[src/rtl/tsd_pkg.sv]
// Shared types, constants and helpers for the throw settle detector.
// No dependencies.
`timescale 1ns / 1ps

package tsd_pkg;

   // Field widths fixed by the frame format
   localparam int JERK_W   = 13;
   localparam int ENERGY_W = 26;
   localparam int DECAY_W  = 16;
   localparam int MSEC_W   = 16;
   localparam int FACE_W   = 12;
   localparam int TIME_W   = 32;
   localparam int PHASE_W  = 2;

   // Defaults for the top-level parameters
   localparam int ACCEL_BITS_DEF = 12;
   localparam int TIME_BITS_DEF  = 32;
   localparam int FIFO_DEPTH_DEF = 2;

   // CSR port
   localparam int CSR_IDX_W  = 3;
   localparam int CSR_DATA_W = ENERGY_W;
   localparam logic [CSR_IDX_W-1:0] CSR_DECAY_SLOW  = 3'd0;
   localparam logic [CSR_IDX_W-1:0] CSR_DECAY_FAST  = 3'd1;
   localparam logic [CSR_IDX_W-1:0] CSR_START_LEVEL = 3'd2;
   localparam logic [CSR_IDX_W-1:0] CSR_STOP_LEVEL  = 3'd3;
   localparam logic [CSR_IDX_W-1:0] CSR_MIN_ROLL_MS = 3'd4;
   localparam logic [CSR_IDX_W-1:0] CSR_FACE_LEVEL  = 3'd5;

   localparam logic [DECAY_W-1:0]  DECAY_SLOW_RST  = 16'd62259;
   localparam logic [DECAY_W-1:0]  DECAY_FAST_RST  = 16'd3277;
   localparam logic [ENERGY_W-1:0] START_LEVEL_RST = 26'd26214400;
   localparam logic [ENERGY_W-1:0] STOP_LEVEL_RST  = 26'd131072;
   localparam logic [MSEC_W-1:0]   MIN_ROLL_RST    = 16'd300;
   localparam logic [FACE_W-1:0]   FACE_LEVEL_RST  = 12'd435;

   // Motion phases
   localparam logic [PHASE_W-1:0] PH_REST  = 2'd0;
   localparam logic [PHASE_W-1:0] PH_START = 2'd1;
   localparam logic [PHASE_W-1:0] PH_LONG  = 2'd2;

   // Smoothing arithmetic: 26 x 17 shared multiplier, 42-bit accumulator
   localparam int MUL_A_W = ENERGY_W;
   localparam int MUL_B_W = DECAY_W + 1;
   localparam int ACC_W   = ENERGY_W + DECAY_W;
   localparam logic [ACC_W-1:0]   ROUND_HALF = ACC_W'(32768);
   localparam logic [MUL_B_W-1:0] ONE_Q16    = MUL_B_W'(65536);

   typedef struct packed {
      logic [DECAY_W-1:0]  decay_slow;
      logic [DECAY_W-1:0]  decay_fast;
      logic [ENERGY_W-1:0] start_level;
      logic [ENERGY_W-1:0] stop_level;
      logic [MSEC_W-1:0]   min_roll_ms;
      logic [FACE_W-1:0]   face_level;
   } cfg_type;

   // One classified frame as it sits in the queue
   typedef struct packed {
      logic [JERK_W-1:0] mag_x;
      logic [JERK_W-1:0] mag_y;
      logic [JERK_W-1:0] mag_z;
      logic              on_face;
      logic [TIME_W-1:0] now_ms;
   } item_type;

   // Magnitude of a jerk sample; full negative scale gives 4096
   function automatic logic [JERK_W-1:0] jerk_mag(input logic [JERK_W-1:0] v);
      logic [JERK_W-1:0] neg;
      neg = JERK_W'(~v + JERK_W'(1));
      return v[JERK_W-1] ? neg : v;
   endfunction

endpackage

[src/rtl/tsd_front.sv]
// Front end: takes frames, forms jerk magnitudes and the face flag.
// Depends on tsd_pkg.
`timescale 1ns / 1ps

module tsd_front #(
   parameter int ACCEL_BITS = tsd_pkg::ACCEL_BITS_DEF
) (
   input  logic                             clock,
   input  logic                             reset,
   input  logic                             req_valid,
   output logic                             req_stall,
   input  logic [tsd_pkg::JERK_W-1:0]       req_jerk_x,
   input  logic [tsd_pkg::JERK_W-1:0]       req_jerk_y,
   input  logic [tsd_pkg::JERK_W-1:0]       req_jerk_z,
   input  logic [ACCEL_BITS-1:0]            req_accel_x,
   input  logic [ACCEL_BITS-1:0]            req_accel_y,
   input  logic [ACCEL_BITS-1:0]            req_accel_z,
   input  logic [tsd_pkg::TIME_W-1:0]       req_now_ms,
   input  logic [tsd_pkg::FACE_W-1:0]       face_level,
   output logic                             push,
   output tsd_pkg::item_type                push_item,
   input  logic                             queue_full
);
   import tsd_pkg::*;

   localparam int CMP_W = (ACCEL_BITS > FACE_W) ? ACCEL_BITS : FACE_W;

   logic     valid_ff, valid_in;
   item_type item_ff, item_in;
   logic     load;
   logic [ACCEL_BITS-1:0] mag_ax, mag_ay, mag_az;
   logic [CMP_W-1:0]      face_cmp;

   function automatic logic [ACCEL_BITS-1:0] accel_mag(input logic [ACCEL_BITS-1:0] v);
      logic [ACCEL_BITS-1:0] neg;
      neg = ACCEL_BITS'(~v + ACCEL_BITS'(1));
      return v[ACCEL_BITS-1] ? neg : v;
   endfunction

   assign req_stall = valid_ff && queue_full;
   assign load      = req_valid && !req_stall;
   assign push      = valid_ff && !queue_full;
   assign push_item = item_ff;

   always_comb begin
      mag_ax   = accel_mag(req_accel_x);
      mag_ay   = accel_mag(req_accel_y);
      mag_az   = accel_mag(req_accel_z);
      face_cmp = CMP_W'(face_level);

      item_in.mag_x   = jerk_mag(req_jerk_x);
      item_in.mag_y   = jerk_mag(req_jerk_y);
      item_in.mag_z   = jerk_mag(req_jerk_z);
      item_in.on_face = (CMP_W'(mag_ax) > face_cmp) || (CMP_W'(mag_ay) > face_cmp) ||
                        (CMP_W'(mag_az) > face_cmp);
      item_in.now_ms  = req_now_ms;

      valid_in = valid_ff;
      if (push) begin
         valid_in = 1'b0;
      end
      if (load) begin
         valid_in = 1'b1;
      end
   end

   always_ff @(posedge clock) begin
      if (reset) begin
         valid_ff <= 1'b0;
      end else begin
         valid_ff <= valid_in;
      end
   end

   always_ff @(posedge clock) begin
      if (load) begin
         item_ff <= item_in;
      end
   end

endmodule

[src/rtl/tsd_queue.sv]
// Short queue of classified frames between front end and back end.
// Depends on tsd_pkg.
`timescale 1ns / 1ps

module tsd_queue #(
   parameter int DEPTH = tsd_pkg::FIFO_DEPTH_DEF
) (
   input  logic              clock,
   input  logic              reset,
   input  logic              push,
   input  tsd_pkg::item_type push_item,
   output logic              full,
   input  logic              pop,
   output logic              not_empty,
   output tsd_pkg::item_type head_item
);
   import tsd_pkg::*;

   localparam int PTR_W = (DEPTH > 1) ? $clog2(DEPTH) : 1;
   localparam int CNT_W = $clog2(DEPTH + 1);
   localparam logic [PTR_W-1:0] LAST = PTR_W'(DEPTH - 1);

   item_type         slot_ff [DEPTH];
   logic [PTR_W-1:0] wr_ff, wr_in, rd_ff, rd_in;
   logic [CNT_W-1:0] cnt_ff, cnt_in;

   assign full      = (cnt_ff == CNT_W'(DEPTH));
   assign not_empty = (cnt_ff != '0);
   assign head_item = slot_ff[rd_ff];

   always_comb begin
      wr_in  = wr_ff;
      rd_in  = rd_ff;
      cnt_in = cnt_ff;
      if (push) begin
         wr_in = (wr_ff == LAST) ? '0 : PTR_W'(wr_ff + PTR_W'(1));
      end
      if (pop) begin
         rd_in = (rd_ff == LAST) ? '0 : PTR_W'(rd_ff + PTR_W'(1));
      end
      if (push && !pop) begin
         cnt_in = CNT_W'(cnt_ff + CNT_W'(1));
      end else if (pop && !push) begin
         cnt_in = CNT_W'(cnt_ff - CNT_W'(1));
      end
   end

   always_ff @(posedge clock) begin
      if (reset) begin
         wr_ff  <= '0;
         rd_ff  <= '0;
         cnt_ff <= '0;
      end else begin
         wr_ff  <= wr_in;
         rd_ff  <= rd_in;
         cnt_ff <= cnt_in;
      end
   end

   always_ff @(posedge clock) begin
      if (push) begin
         slot_ff[wr_ff] <= push_item;
      end
   end

endmodule

[src/rtl/tsd_back.sv]
// Back end: energy smoothing on one shared multiplier, phase machine,
// result register. Depends on tsd_pkg.
`timescale 1ns / 1ps

module tsd_back #(
   parameter int TIME_BITS = tsd_pkg::TIME_BITS_DEF
) (
   input  logic                          clock,
   input  logic                          reset,
   input  tsd_pkg::cfg_type              cfg,
   input  logic                          not_empty,
   input  tsd_pkg::item_type             head_item,
   output logic                          pop,
   output logic                          rsp_valid,
   input  logic                          rsp_stall,
   output logic [tsd_pkg::PHASE_W-1:0]   rsp_phase,
   output logic                          rsp_settled,
   output logic [tsd_pkg::ENERGY_W-1:0]  rsp_energy
);
   import tsd_pkg::*;

   // Sequencer states
   localparam logic [1:0] ST_IDLE = 2'd0;
   localparam logic [1:0] ST_MUL  = 2'd1;
   localparam logic [1:0] ST_DONE = 2'd2;

   // Multiplier passes
   localparam logic [2:0] STEP_JX = 3'd0;
   localparam logic [2:0] STEP_JY = 3'd1;
   localparam logic [2:0] STEP_JZ = 3'd2;
   localparam logic [2:0] STEP_ED = 3'd3;
   localparam logic [2:0] STEP_JD = 3'd4;

   logic [1:0]          state_ff, state_in;
   logic [2:0]          step_ff, step_in;
   item_type            item_ff;
   logic [ENERGY_W-1:0] j_ff, j_in;
   logic [ACC_W-1:0]    acc_ff, acc_in;
   logic [ENERGY_W-1:0] energy_ff, energy_in;
   logic [PHASE_W-1:0]  phase_ff, phase_in;
   logic [TIME_BITS-1:0] start_ff, start_in;
   logic                rsp_valid_ff, rsp_valid_in;
   logic [PHASE_W-1:0]  rsp_phase_ff;
   logic                rsp_settled_ff, settled_in;
   logic [ENERGY_W-1:0] rsp_energy_ff;

   logic [DECAY_W-1:0]  decay;
   logic [MUL_A_W-1:0]  op_a;
   logic [MUL_B_W-1:0]  op_b;
   logic [MUL_A_W+MUL_B_W-1:0] prod;
   logic [ENERGY_W-1:0] new_e;
   logic [TIME_BITS-1:0] now_t, elapsed;
   logic                out_free, commit;

   assign decay   = (phase_ff == PH_LONG) ? cfg.decay_fast : cfg.decay_slow;
   assign new_e   = acc_ff[ACC_W-1:DECAY_W];
   assign now_t   = item_ff.now_ms[TIME_BITS-1:0];
   assign elapsed = TIME_BITS'(now_t - start_ff);
   assign out_free = !rsp_valid_ff || !rsp_stall;
   assign commit  = (state_ff == ST_DONE) && out_free;
   assign pop     = not_empty && ((state_ff == ST_IDLE) || commit);

   always_comb begin
      case (step_ff)
         STEP_JX: begin
            op_a = MUL_A_W'(item_ff.mag_x);
            op_b = MUL_B_W'(item_ff.mag_x);
         end
         STEP_JY: begin
            op_a = MUL_A_W'(item_ff.mag_y);
            op_b = MUL_B_W'(item_ff.mag_y);
         end
         STEP_JZ: begin
            op_a = MUL_A_W'(item_ff.mag_z);
            op_b = MUL_B_W'(item_ff.mag_z);
         end
         STEP_ED: begin
            op_a = energy_ff;
            op_b = MUL_B_W'(decay);
         end
         default: begin
            op_a = j_ff;
            op_b = MUL_B_W'(ONE_Q16 - MUL_B_W'(decay));
         end
      endcase
      prod = op_a * op_b;
   end

   always_comb begin
      state_in     = state_ff;
      step_in      = step_ff;
      j_in         = j_ff;
      acc_in       = acc_ff;
      energy_in    = energy_ff;
      phase_in     = phase_ff;
      start_in     = start_ff;
      settled_in   = 1'b0;
      rsp_valid_in = rsp_valid_ff && rsp_stall;

      unique case (state_ff)
         ST_IDLE: begin
            if (not_empty) begin
               state_in = ST_MUL;
               step_in  = STEP_JX;
            end
         end
         ST_MUL: begin
            step_in = 3'(step_ff + 3'd1);
            unique case (step_ff) inside
               STEP_JX: j_in = prod[ENERGY_W-1:0];
               STEP_JY, STEP_JZ: j_in = ENERGY_W'(j_ff + prod[ENERGY_W-1:0]);
               STEP_ED: acc_in = ACC_W'(prod[ACC_W-1:0] + ROUND_HALF);
               default: begin
                  acc_in   = ACC_W'(acc_ff + prod[ACC_W-1:0]);
                  state_in = ST_DONE;
               end
            endcase
         end
         default: begin
            if (commit) begin
               energy_in = new_e;
               unique case (phase_ff)
                  PH_START: begin
                     if (new_e < cfg.stop_level) begin
                        phase_in = PH_REST;
                     end else if (elapsed > TIME_BITS'(cfg.min_roll_ms)) begin
                        phase_in = PH_LONG;
                     end
                  end
                  PH_LONG: begin
                     if (new_e < cfg.stop_level) begin
                        phase_in   = PH_REST;
                        settled_in = item_ff.on_face;
                     end
                  end
                  default: begin
                     phase_in = PH_REST;
                     if (new_e >= cfg.start_level) begin
                        phase_in = PH_START;
                        start_in = now_t;
                     end
                  end
               endcase
               rsp_valid_in = 1'b1;
               state_in     = not_empty ? ST_MUL : ST_IDLE;
               step_in      = STEP_JX;
            end
         end
      endcase
   end

   always_ff @(posedge clock) begin
      if (reset) begin
         state_ff     <= ST_IDLE;
         step_ff      <= STEP_JX;
         energy_ff    <= '0;
         phase_ff     <= PH_REST;
         start_ff     <= '0;
         rsp_valid_ff <= 1'b0;
      end else begin
         state_ff     <= state_in;
         step_ff      <= step_in;
         energy_ff    <= energy_in;
         phase_ff     <= phase_in;
         start_ff     <= start_in;
         rsp_valid_ff <= rsp_valid_in;
      end
   end

   always_ff @(posedge clock) begin
      j_ff   <= j_in;
      acc_ff <= acc_in;
      if (pop) begin
         item_ff <= head_item;
      end
      if (commit) begin
         rsp_phase_ff   <= phase_in;
         rsp_settled_ff <= settled_in;
         rsp_energy_ff  <= new_e;
      end
   end

   assign rsp_valid   = rsp_valid_ff;
   assign rsp_phase   = rsp_phase_ff;
   assign rsp_settled = rsp_settled_ff;
   assign rsp_energy  = rsp_energy_ff;

endmodule

[src/rtl/throw_settle_detector_core.sv]
// Top level of the throw settle detector: CSR bank, front end, queue, back end.
// Depends on tsd_pkg, tsd_front, tsd_queue and tsd_back.
`timescale 1ns / 1ps

// Die throw/settle detector. One transaction on the req_ channel carries one
// accelerometer frame (jerk, acceleration, millisecond time); each frame yields
// exactly one rsp_ transaction with the motion phase after the frame, the
// smoothed jerk energy and a settled flag for a long roll that ended with some
// axis above face_level. The back end sets the frame rate in steady state: it
// runs five passes through one shared 26x17 multiplier (three jerk squares,
// then the two halves of the exponential average) and one decision step per
// frame. The front register plus a FIFO_DEPTH-entry queue keep accepting
// frames while the back end works, and the result register lets the back end
// start the next frame while a result waits. CSR writes are always ready and
// are meant to happen only while the block is idle. No clearing pass after
// reset.

module throw_settle_detector_core #(
   parameter int ACCEL_BITS = tsd_pkg::ACCEL_BITS_DEF,
   parameter int TIME_BITS  = tsd_pkg::TIME_BITS_DEF,
   parameter int FIFO_DEPTH = tsd_pkg::FIFO_DEPTH_DEF
) (
   input  logic                             clock,
   input  logic                             reset,
   // frame input
   input  logic                             req_valid,
   output logic                             req_stall,
   input  logic [tsd_pkg::JERK_W-1:0]       req_jerk_x,
   input  logic [tsd_pkg::JERK_W-1:0]       req_jerk_y,
   input  logic [tsd_pkg::JERK_W-1:0]       req_jerk_z,
   input  logic [ACCEL_BITS-1:0]            req_accel_x,
   input  logic [ACCEL_BITS-1:0]            req_accel_y,
   input  logic [ACCEL_BITS-1:0]            req_accel_z,
   input  logic [tsd_pkg::TIME_W-1:0]       req_now_ms,
   // result output
   output logic                             rsp_valid,
   input  logic                             rsp_stall,
   output logic [tsd_pkg::PHASE_W-1:0]      rsp_phase,
   output logic                             rsp_settled,
   output logic [tsd_pkg::ENERGY_W-1:0]     rsp_energy,
   // CSR writes
   input  logic                             csr_valid,
   output logic                             csr_ready,
   input  logic [tsd_pkg::CSR_IDX_W-1:0]    csr_index,
   input  logic [tsd_pkg::CSR_DATA_W-1:0]   csr_wdata
);
   import tsd_pkg::*;

   cfg_type  cfg_ff, cfg_in;
   logic     push, queue_full, pop, not_empty;
   item_type push_item, head_item;

   // CSR bank; writes to unused indexes are dropped
   assign csr_ready = 1'b1;

   always_comb begin
      cfg_in = cfg_ff;
      if (csr_valid) begin
         unique case (csr_index)
            CSR_DECAY_SLOW:  cfg_in.decay_slow  = csr_wdata[DECAY_W-1:0];
            CSR_DECAY_FAST:  cfg_in.decay_fast  = csr_wdata[DECAY_W-1:0];
            CSR_START_LEVEL: cfg_in.start_level = csr_wdata[ENERGY_W-1:0];
            CSR_STOP_LEVEL:  cfg_in.stop_level  = csr_wdata[ENERGY_W-1:0];
            CSR_MIN_ROLL_MS: cfg_in.min_roll_ms = csr_wdata[MSEC_W-1:0];
            CSR_FACE_LEVEL:  cfg_in.face_level  = csr_wdata[FACE_W-1:0];
            default: cfg_in = cfg_ff;
         endcase
      end
   end

   always_ff @(posedge clock) begin
      if (reset) begin
         cfg_ff.decay_slow  <= DECAY_SLOW_RST;
         cfg_ff.decay_fast  <= DECAY_FAST_RST;
         cfg_ff.start_level <= START_LEVEL_RST;
         cfg_ff.stop_level  <= STOP_LEVEL_RST;
         cfg_ff.min_roll_ms <= MIN_ROLL_RST;
         cfg_ff.face_level  <= FACE_LEVEL_RST;
      end else begin
         cfg_ff <= cfg_in;
      end
   end

   // Front end: magnitudes and face flag, one frame register
   tsd_front #(
      .ACCEL_BITS (ACCEL_BITS)
   ) u_front (
      .clock       (clock),
      .reset       (reset),
      .req_valid   (req_valid),
      .req_stall   (req_stall),
      .req_jerk_x  (req_jerk_x),
      .req_jerk_y  (req_jerk_y),
      .req_jerk_z  (req_jerk_z),
      .req_accel_x (req_accel_x),
      .req_accel_y (req_accel_y),
      .req_accel_z (req_accel_z),
      .req_now_ms  (req_now_ms),
      .face_level  (cfg_ff.face_level),
      .push        (push),
      .push_item   (push_item),
      .queue_full  (queue_full)
   );

   // Decoupling queue
   tsd_queue #(
      .DEPTH (FIFO_DEPTH)
   ) u_queue (
      .clock     (clock),
      .reset     (reset),
      .push      (push),
      .push_item (push_item),
      .full      (queue_full),
      .pop       (pop),
      .not_empty (not_empty),
      .head_item (head_item)
   );

   // Back end: smoothing, phase machine, result register
   tsd_back #(
      .TIME_BITS (TIME_BITS)
   ) u_back (
      .clock       (clock),
      .reset       (reset),
      .cfg         (cfg_ff),
      .not_empty   (not_empty),
      .head_item   (head_item),
      .pop         (pop),
      .rsp_valid   (rsp_valid),
      .rsp_stall   (rsp_stall),
      .rsp_phase   (rsp_phase),
      .rsp_settled (rsp_settled),
      .rsp_energy  (rsp_energy)
   );

endmodule

[config.mk]
export PLATFORM = sky130hd
export DESIGN_NAME = throw_settle_detector_core
export DESIGN_NICKNAME = d
export VERILOG_FILES = /design/src/rtl/tsd_pkg.sv /design/src/rtl/tsd_front.sv /design/src/rtl/tsd_queue.sv /design/src/rtl/tsd_back.sv /design/src/rtl/throw_settle_detector_core.sv
export SDC_FILE = /design/constraint.sdc
export NUM_CORES = 2
export LEC_CHECK = 0
export ABC_AREA = 1
export BUFFER_PORTS_ARGS = -buffer_cell sky130_fd_sc_hd__buf_2
export CELL_PAD_IN_SITES_DETAIL_PLACEMENT = 0
export CELL_PAD_IN_SITES_GLOBAL_PLACEMENT = 1
export CORE_MARGIN = 5
export CORE_UTILIZATION = 30
export CTS_BUF_LIST = sky130_fd_sc_hd__clkbuf_8 sky130_fd_sc_hd__clkbuf_16
export DETAILED_ROUTE_END_ITERATION = 8
export PLACE_DENSITY_LB_ADDON = 0.1
export REMOVE_ABC_BUFFERS = 1
export SYNTH_ARGS = -nofsm -noshare
export SYNTH_HDL_FRONTEND = slang
export SYNTH_SLANG_ARGS = --single-unit
[constraint.sdc]
create_clock -name clock -period 8.9 [get_ports clock]
set_input_delay 1.335 -clock clock [delete_from_list [all_inputs] [get_ports clock]]
set_output_delay 1.335 -clock clock [all_outputs]
set_load 0.01 [all_outputs]
==> flow_metrics.py <==
metrics = {
    "status": {
        "status": "completed",
    },
    "drt": {
        "drcViolationCount": 0,
        "vias": 40100,
        "drt_pass1_iterations": 5,
        "wl_per_cell_um": 19.9,
        "drt_iter0_markers": 2278,
        "wirelength_mm": 173,
        "postRouteAntennaNets": 0,
        "viasPerCell": 4.61,
    },
    "logic_synthesis": {
        "synth_area_leaders": "edfxtp_1, fa_1, nand2_1",
        "synth_edf_count": 385,
        "synth_top_area_share_pct": 25.0,
        "synth.largest_area_cell": "edfxtp_1",
        "synth_seq_cells": 568,
        "ys.flop_type": "edfxtp_1",
        "postSynth.asyncResetShare_pct": 0,
        "synth.avg_cell_area_sq_um": 8.14,
        "synth.distinct_cells": 62,
        "synth_area_sq_um": 46300,
        "ys_seq_area_share_pct": 32.9,
        "synth_warnings": 0,
        "syn_inst": 5692,
    },
    "clocking": {
        "clockRootBuffer": "clkbuf_16",
        "cts-buffers-inserted": 72,
        "cts_tree": "done",
        "postCtsHoldBufs": 0,
        "clk_latency_ps": 690,
        "cts_buffer_depth": 3,
        "htreeDepth": 3,
        "clkSinkCount": 568,
        "clkTransAtPathRegs_ps": 60,
    },
    "worst_setup_path": {
        "cp-start-kind": "flop",
        "cp-endpoint": "u_back.acc_ff[41]$_DFFE_PP_",
        "crit_path_top_delay_cell": "fa_2",
        "startpoint": "u_back.phase_ff[0]$_SDFF_PP0_",
        "reg2reg_to": "u_back.acc_ff[41]$_DFFE_PP_",
        "crit_top_cell": "inv_2",
        "r2r_start": "u_back.phase_ff[0]$_SDFF_PP0_",
        "worstSetupPathType": "flop to flop",
        "reg2reg_depth": 50,
        "cp_max_fo": 5,
        "cp_data_required_time_ps": 9470,
        "end_kind": "flop",
        "rrSetupSlack_ps": 60,
        "arrival_ps": 9400,
        "max_stage_delay_ps": 570,
    },
    "floorplan": {
        "die_w_um": 403,
        "fp.dieH_um": 403,
        "start_util_pct": 30.1,
        "rows": 144,
        "core_sq_um": 154000,
        "io_pins": 173,
        "dieArea_sq_um": 162000,
    },
    "worst_hold_path": {
        "hold_path.class": "flop to flop",
    },
    "job": {
        "maxCapViolations": 0,
    },
    "cells_and_area": {
        "nNetsFinal": 7426,
        "fin_area_sq_um": 62300,
        "drive_gt1_share_pct": 27.2,
        "area_growth_pct": 34.6,
        "postLayoutCoreUtil_pct": 40.5,
    },
    "place": {
        "dpl.hpwl_mm": 135,
        "io_buffers": 171,
        "gp_congestion": 0.909,
        "placed_area_sq_um": 54700,
    },
    "timing": {
        "hold_violations": 0,
        "min_period_ps": 8840,
        "setup_viol": 0,
        "drv_slew": 0,
        "rsz0062_at_grt": "yes",
        "fin_crit_sh_pct": 99.3,
        "relSlewSlack_pct": 30.4,
        "max_freq_mhz": 113,
        "finClkSkew_ps": 73.2,
        "tightest_slew_ps": 1040,
    },
    "global_route": {
        "grt_usage_pct": 20.9,
        "grt_start_max_net_pins": 98,
        "antenna_found_initial": 3,
        "grt_pass1_vias": 41200,
        "grt.overflow.total": 0,
        "grt_pass1_wl_mm": 259,
    },
}
## registers in the layout, summed over array words and instances (netlist names)
signal and cells:
u_back.rsp_phase 2, u_back.rsp_energy 26, u_back.j_ff 26, u_queue.wr_ff 1
u_front.valid_ff 1, u_back.energy_ff 26, u_back.phase_ff 2, u_back.state_ff 2
u_queue.cnt_ff 2, u_back.step_ff 3, u_back.rsp_valid 1, u_back.start_ff 32
u_back.item_ff 40, cfg_ff 112, u_back.acc_ff 42, u_back.now_t 32
u_queue.rd_ff 1, u_queue.slot_ff 144, u_back.rsp_settled 1, u_front.push_item 72
## synth_stat cells, types with 6 or more instances
cell type and count:
a211oi_1 13, a21o_1 8, a21oi_1 365, a22o_1 9
a31oi_1 27, buf_1 7, buf_2 36, clkbuf_1 103
clkinv_1 6, dfxtp_1 183, edfxtp_1 385, fa_1 361
ha_1 331, inv_1 1013, inv_2 22, nand2_1 1415
nand2_2 19, nand3_1 159, nand4_1 48, nor2_1 457
nor2_2 16, nor2_4 12, nor3_1 40, nor4_1 18
o211ai_1 22, o21a_1 12, o21ai_0 330, o21ai_1 15
o21ai_2 6, o21bai_1 14, o221ai_1 6, o22ai_1 11
o31ai_1 12, or2_2 24, xnor2_1 38, xor2_1 91
## logic make-up (layout without fill, tap and decap cells)
group	Yosys count	after routing	share of synthesized area, %
compound gates	867	867	10.2
fa+ha+maj	692	692	24.6
flops	568	568	32.9
simple gates	2237	2237	19.9
xor+xnor	133	133	2.59
buf+inv	1194	2155	9.86
other cells	1	2	0.00810
## placed cells by master, fill, tap and decap left out, drive strengths merged, types with 13 or more instances in the layout
| cell type | n |
|---|---|
| a21oi | 366 |
| nand4 | 49 |
| xor2 | 94 |
| fa | 361 |
| xnor2 | 38 |
| o21bai | 14 |
| clkbuf | 89 |
| clkinv | 30 |
| or2 | 30 |
| nor2 | 486 |
| o21ai | 351 |
| nor3 | 46 |
| edfxtp | 385 |
| a211oi | 13 |
| dfxtp | 183 |
| o211ai | 23 |
| nand3 | 164 |
| buf | 972 |
| a31oi | 27 |
| ha | 331 |
| inv | 1052 |
| nor4 | 18 |
| nand2 | 1434 |
## worst min path at each step
| stage | startpoint | to | slack (ps) | depth (start not counted) |
|---|---|---|---|---|
| detailed placement | u_front.push_item[49]$_DFFE_PP_ | u_queue.slot_ff[1][49]$_DFFE_PP_ | 430 | 0 |
| global placement | u_front.push_item[56]$_DFFE_PP_ | u_queue.slot_ff[0][56]$_DFFE_PP_ | 420 | 0 |
| floorplan | u_front.push_item[0]$_DFFE_PP_ | u_queue.slot_ff[0][0]$_DFFE_PP_ | 420 | 0 |
| CTS | u_front.push_item[19]$_DFFE_PP_ | u_queue.slot_ff[1][19]$_DFFE_PP_ | 430 | 0 |
| finish | u_front.push_item[49]$_DFFE_PP_ | u_queue.slot_ff[1][49]$_DFFE_PP_ | 430 | 0 |
| global route | u_front.push_item[14]$_DFFE_PP_ | u_queue.slot_ff[0][14]$_DFFE_PP_ | 450 | 0 |
## timing repair
action / 4_1_cts / 5_1_grt
endpoints found under the setup margin: 42 / 41
gates resized for setup: 480 / 431
cloned: 5 / 5
pin swaps: 200 / 219
buffers inserted: 70 / 72
## critical path, delay by kind of cell, from the launching register on
| kind | cells | cell delay (ps) |
|---|---|---|
| adder cells (fa/ha/maj) | 10 | 3700 |
| AND/OR/NAND/NOR | 19 | 2240 |
| buffers and inverters | 12 | 1200 |
| flip-flops | 1 | 320 |
| AO/OA/AOI/OAI | 9 | 1270 |
## metrics by stage
stage | hold slack [ps] | instances | setup slack (ps) | setup TNS, ps
3_3_place_gp | 424 | 8421 | -871 | -23120
3_5_place_dp | 429 | 8421 | -879 | -23390
5_1_grt | 447 | 8698 | -290 | -4470
6_report | 434 | 8698 | 62.5 | 0
4_1_cts | 429 | 8628 | -2.40 | -4.51
2_1_floorplan | 421 | 5539 | -2140 | -79860
## area by class of cell
class	instances	area, sq um
sequential	568	15200
timing repair inverter	2	15.0
fill	15600	91400
multi-input combinational	3930	30000
clock inverter	50	551
clock buffer	84	1970
timing repair buffer	978	7980
tap	2044	2560
antenna	1	2.50
inverter	1041	3970
## metal layers
metal  track usage (%)  part of all wire, %  vias up
met5                 0                    0        -
met4              3.79                  1.9        0
met3              2.08                  3.5      154
met2              34.4                   46      651
met1              30.3                   49    19400
li1                  -                    -    20000
Power is not shown: default switching activity piles up to over one toggle a cycle in this logic, so the estimate is an artifact.
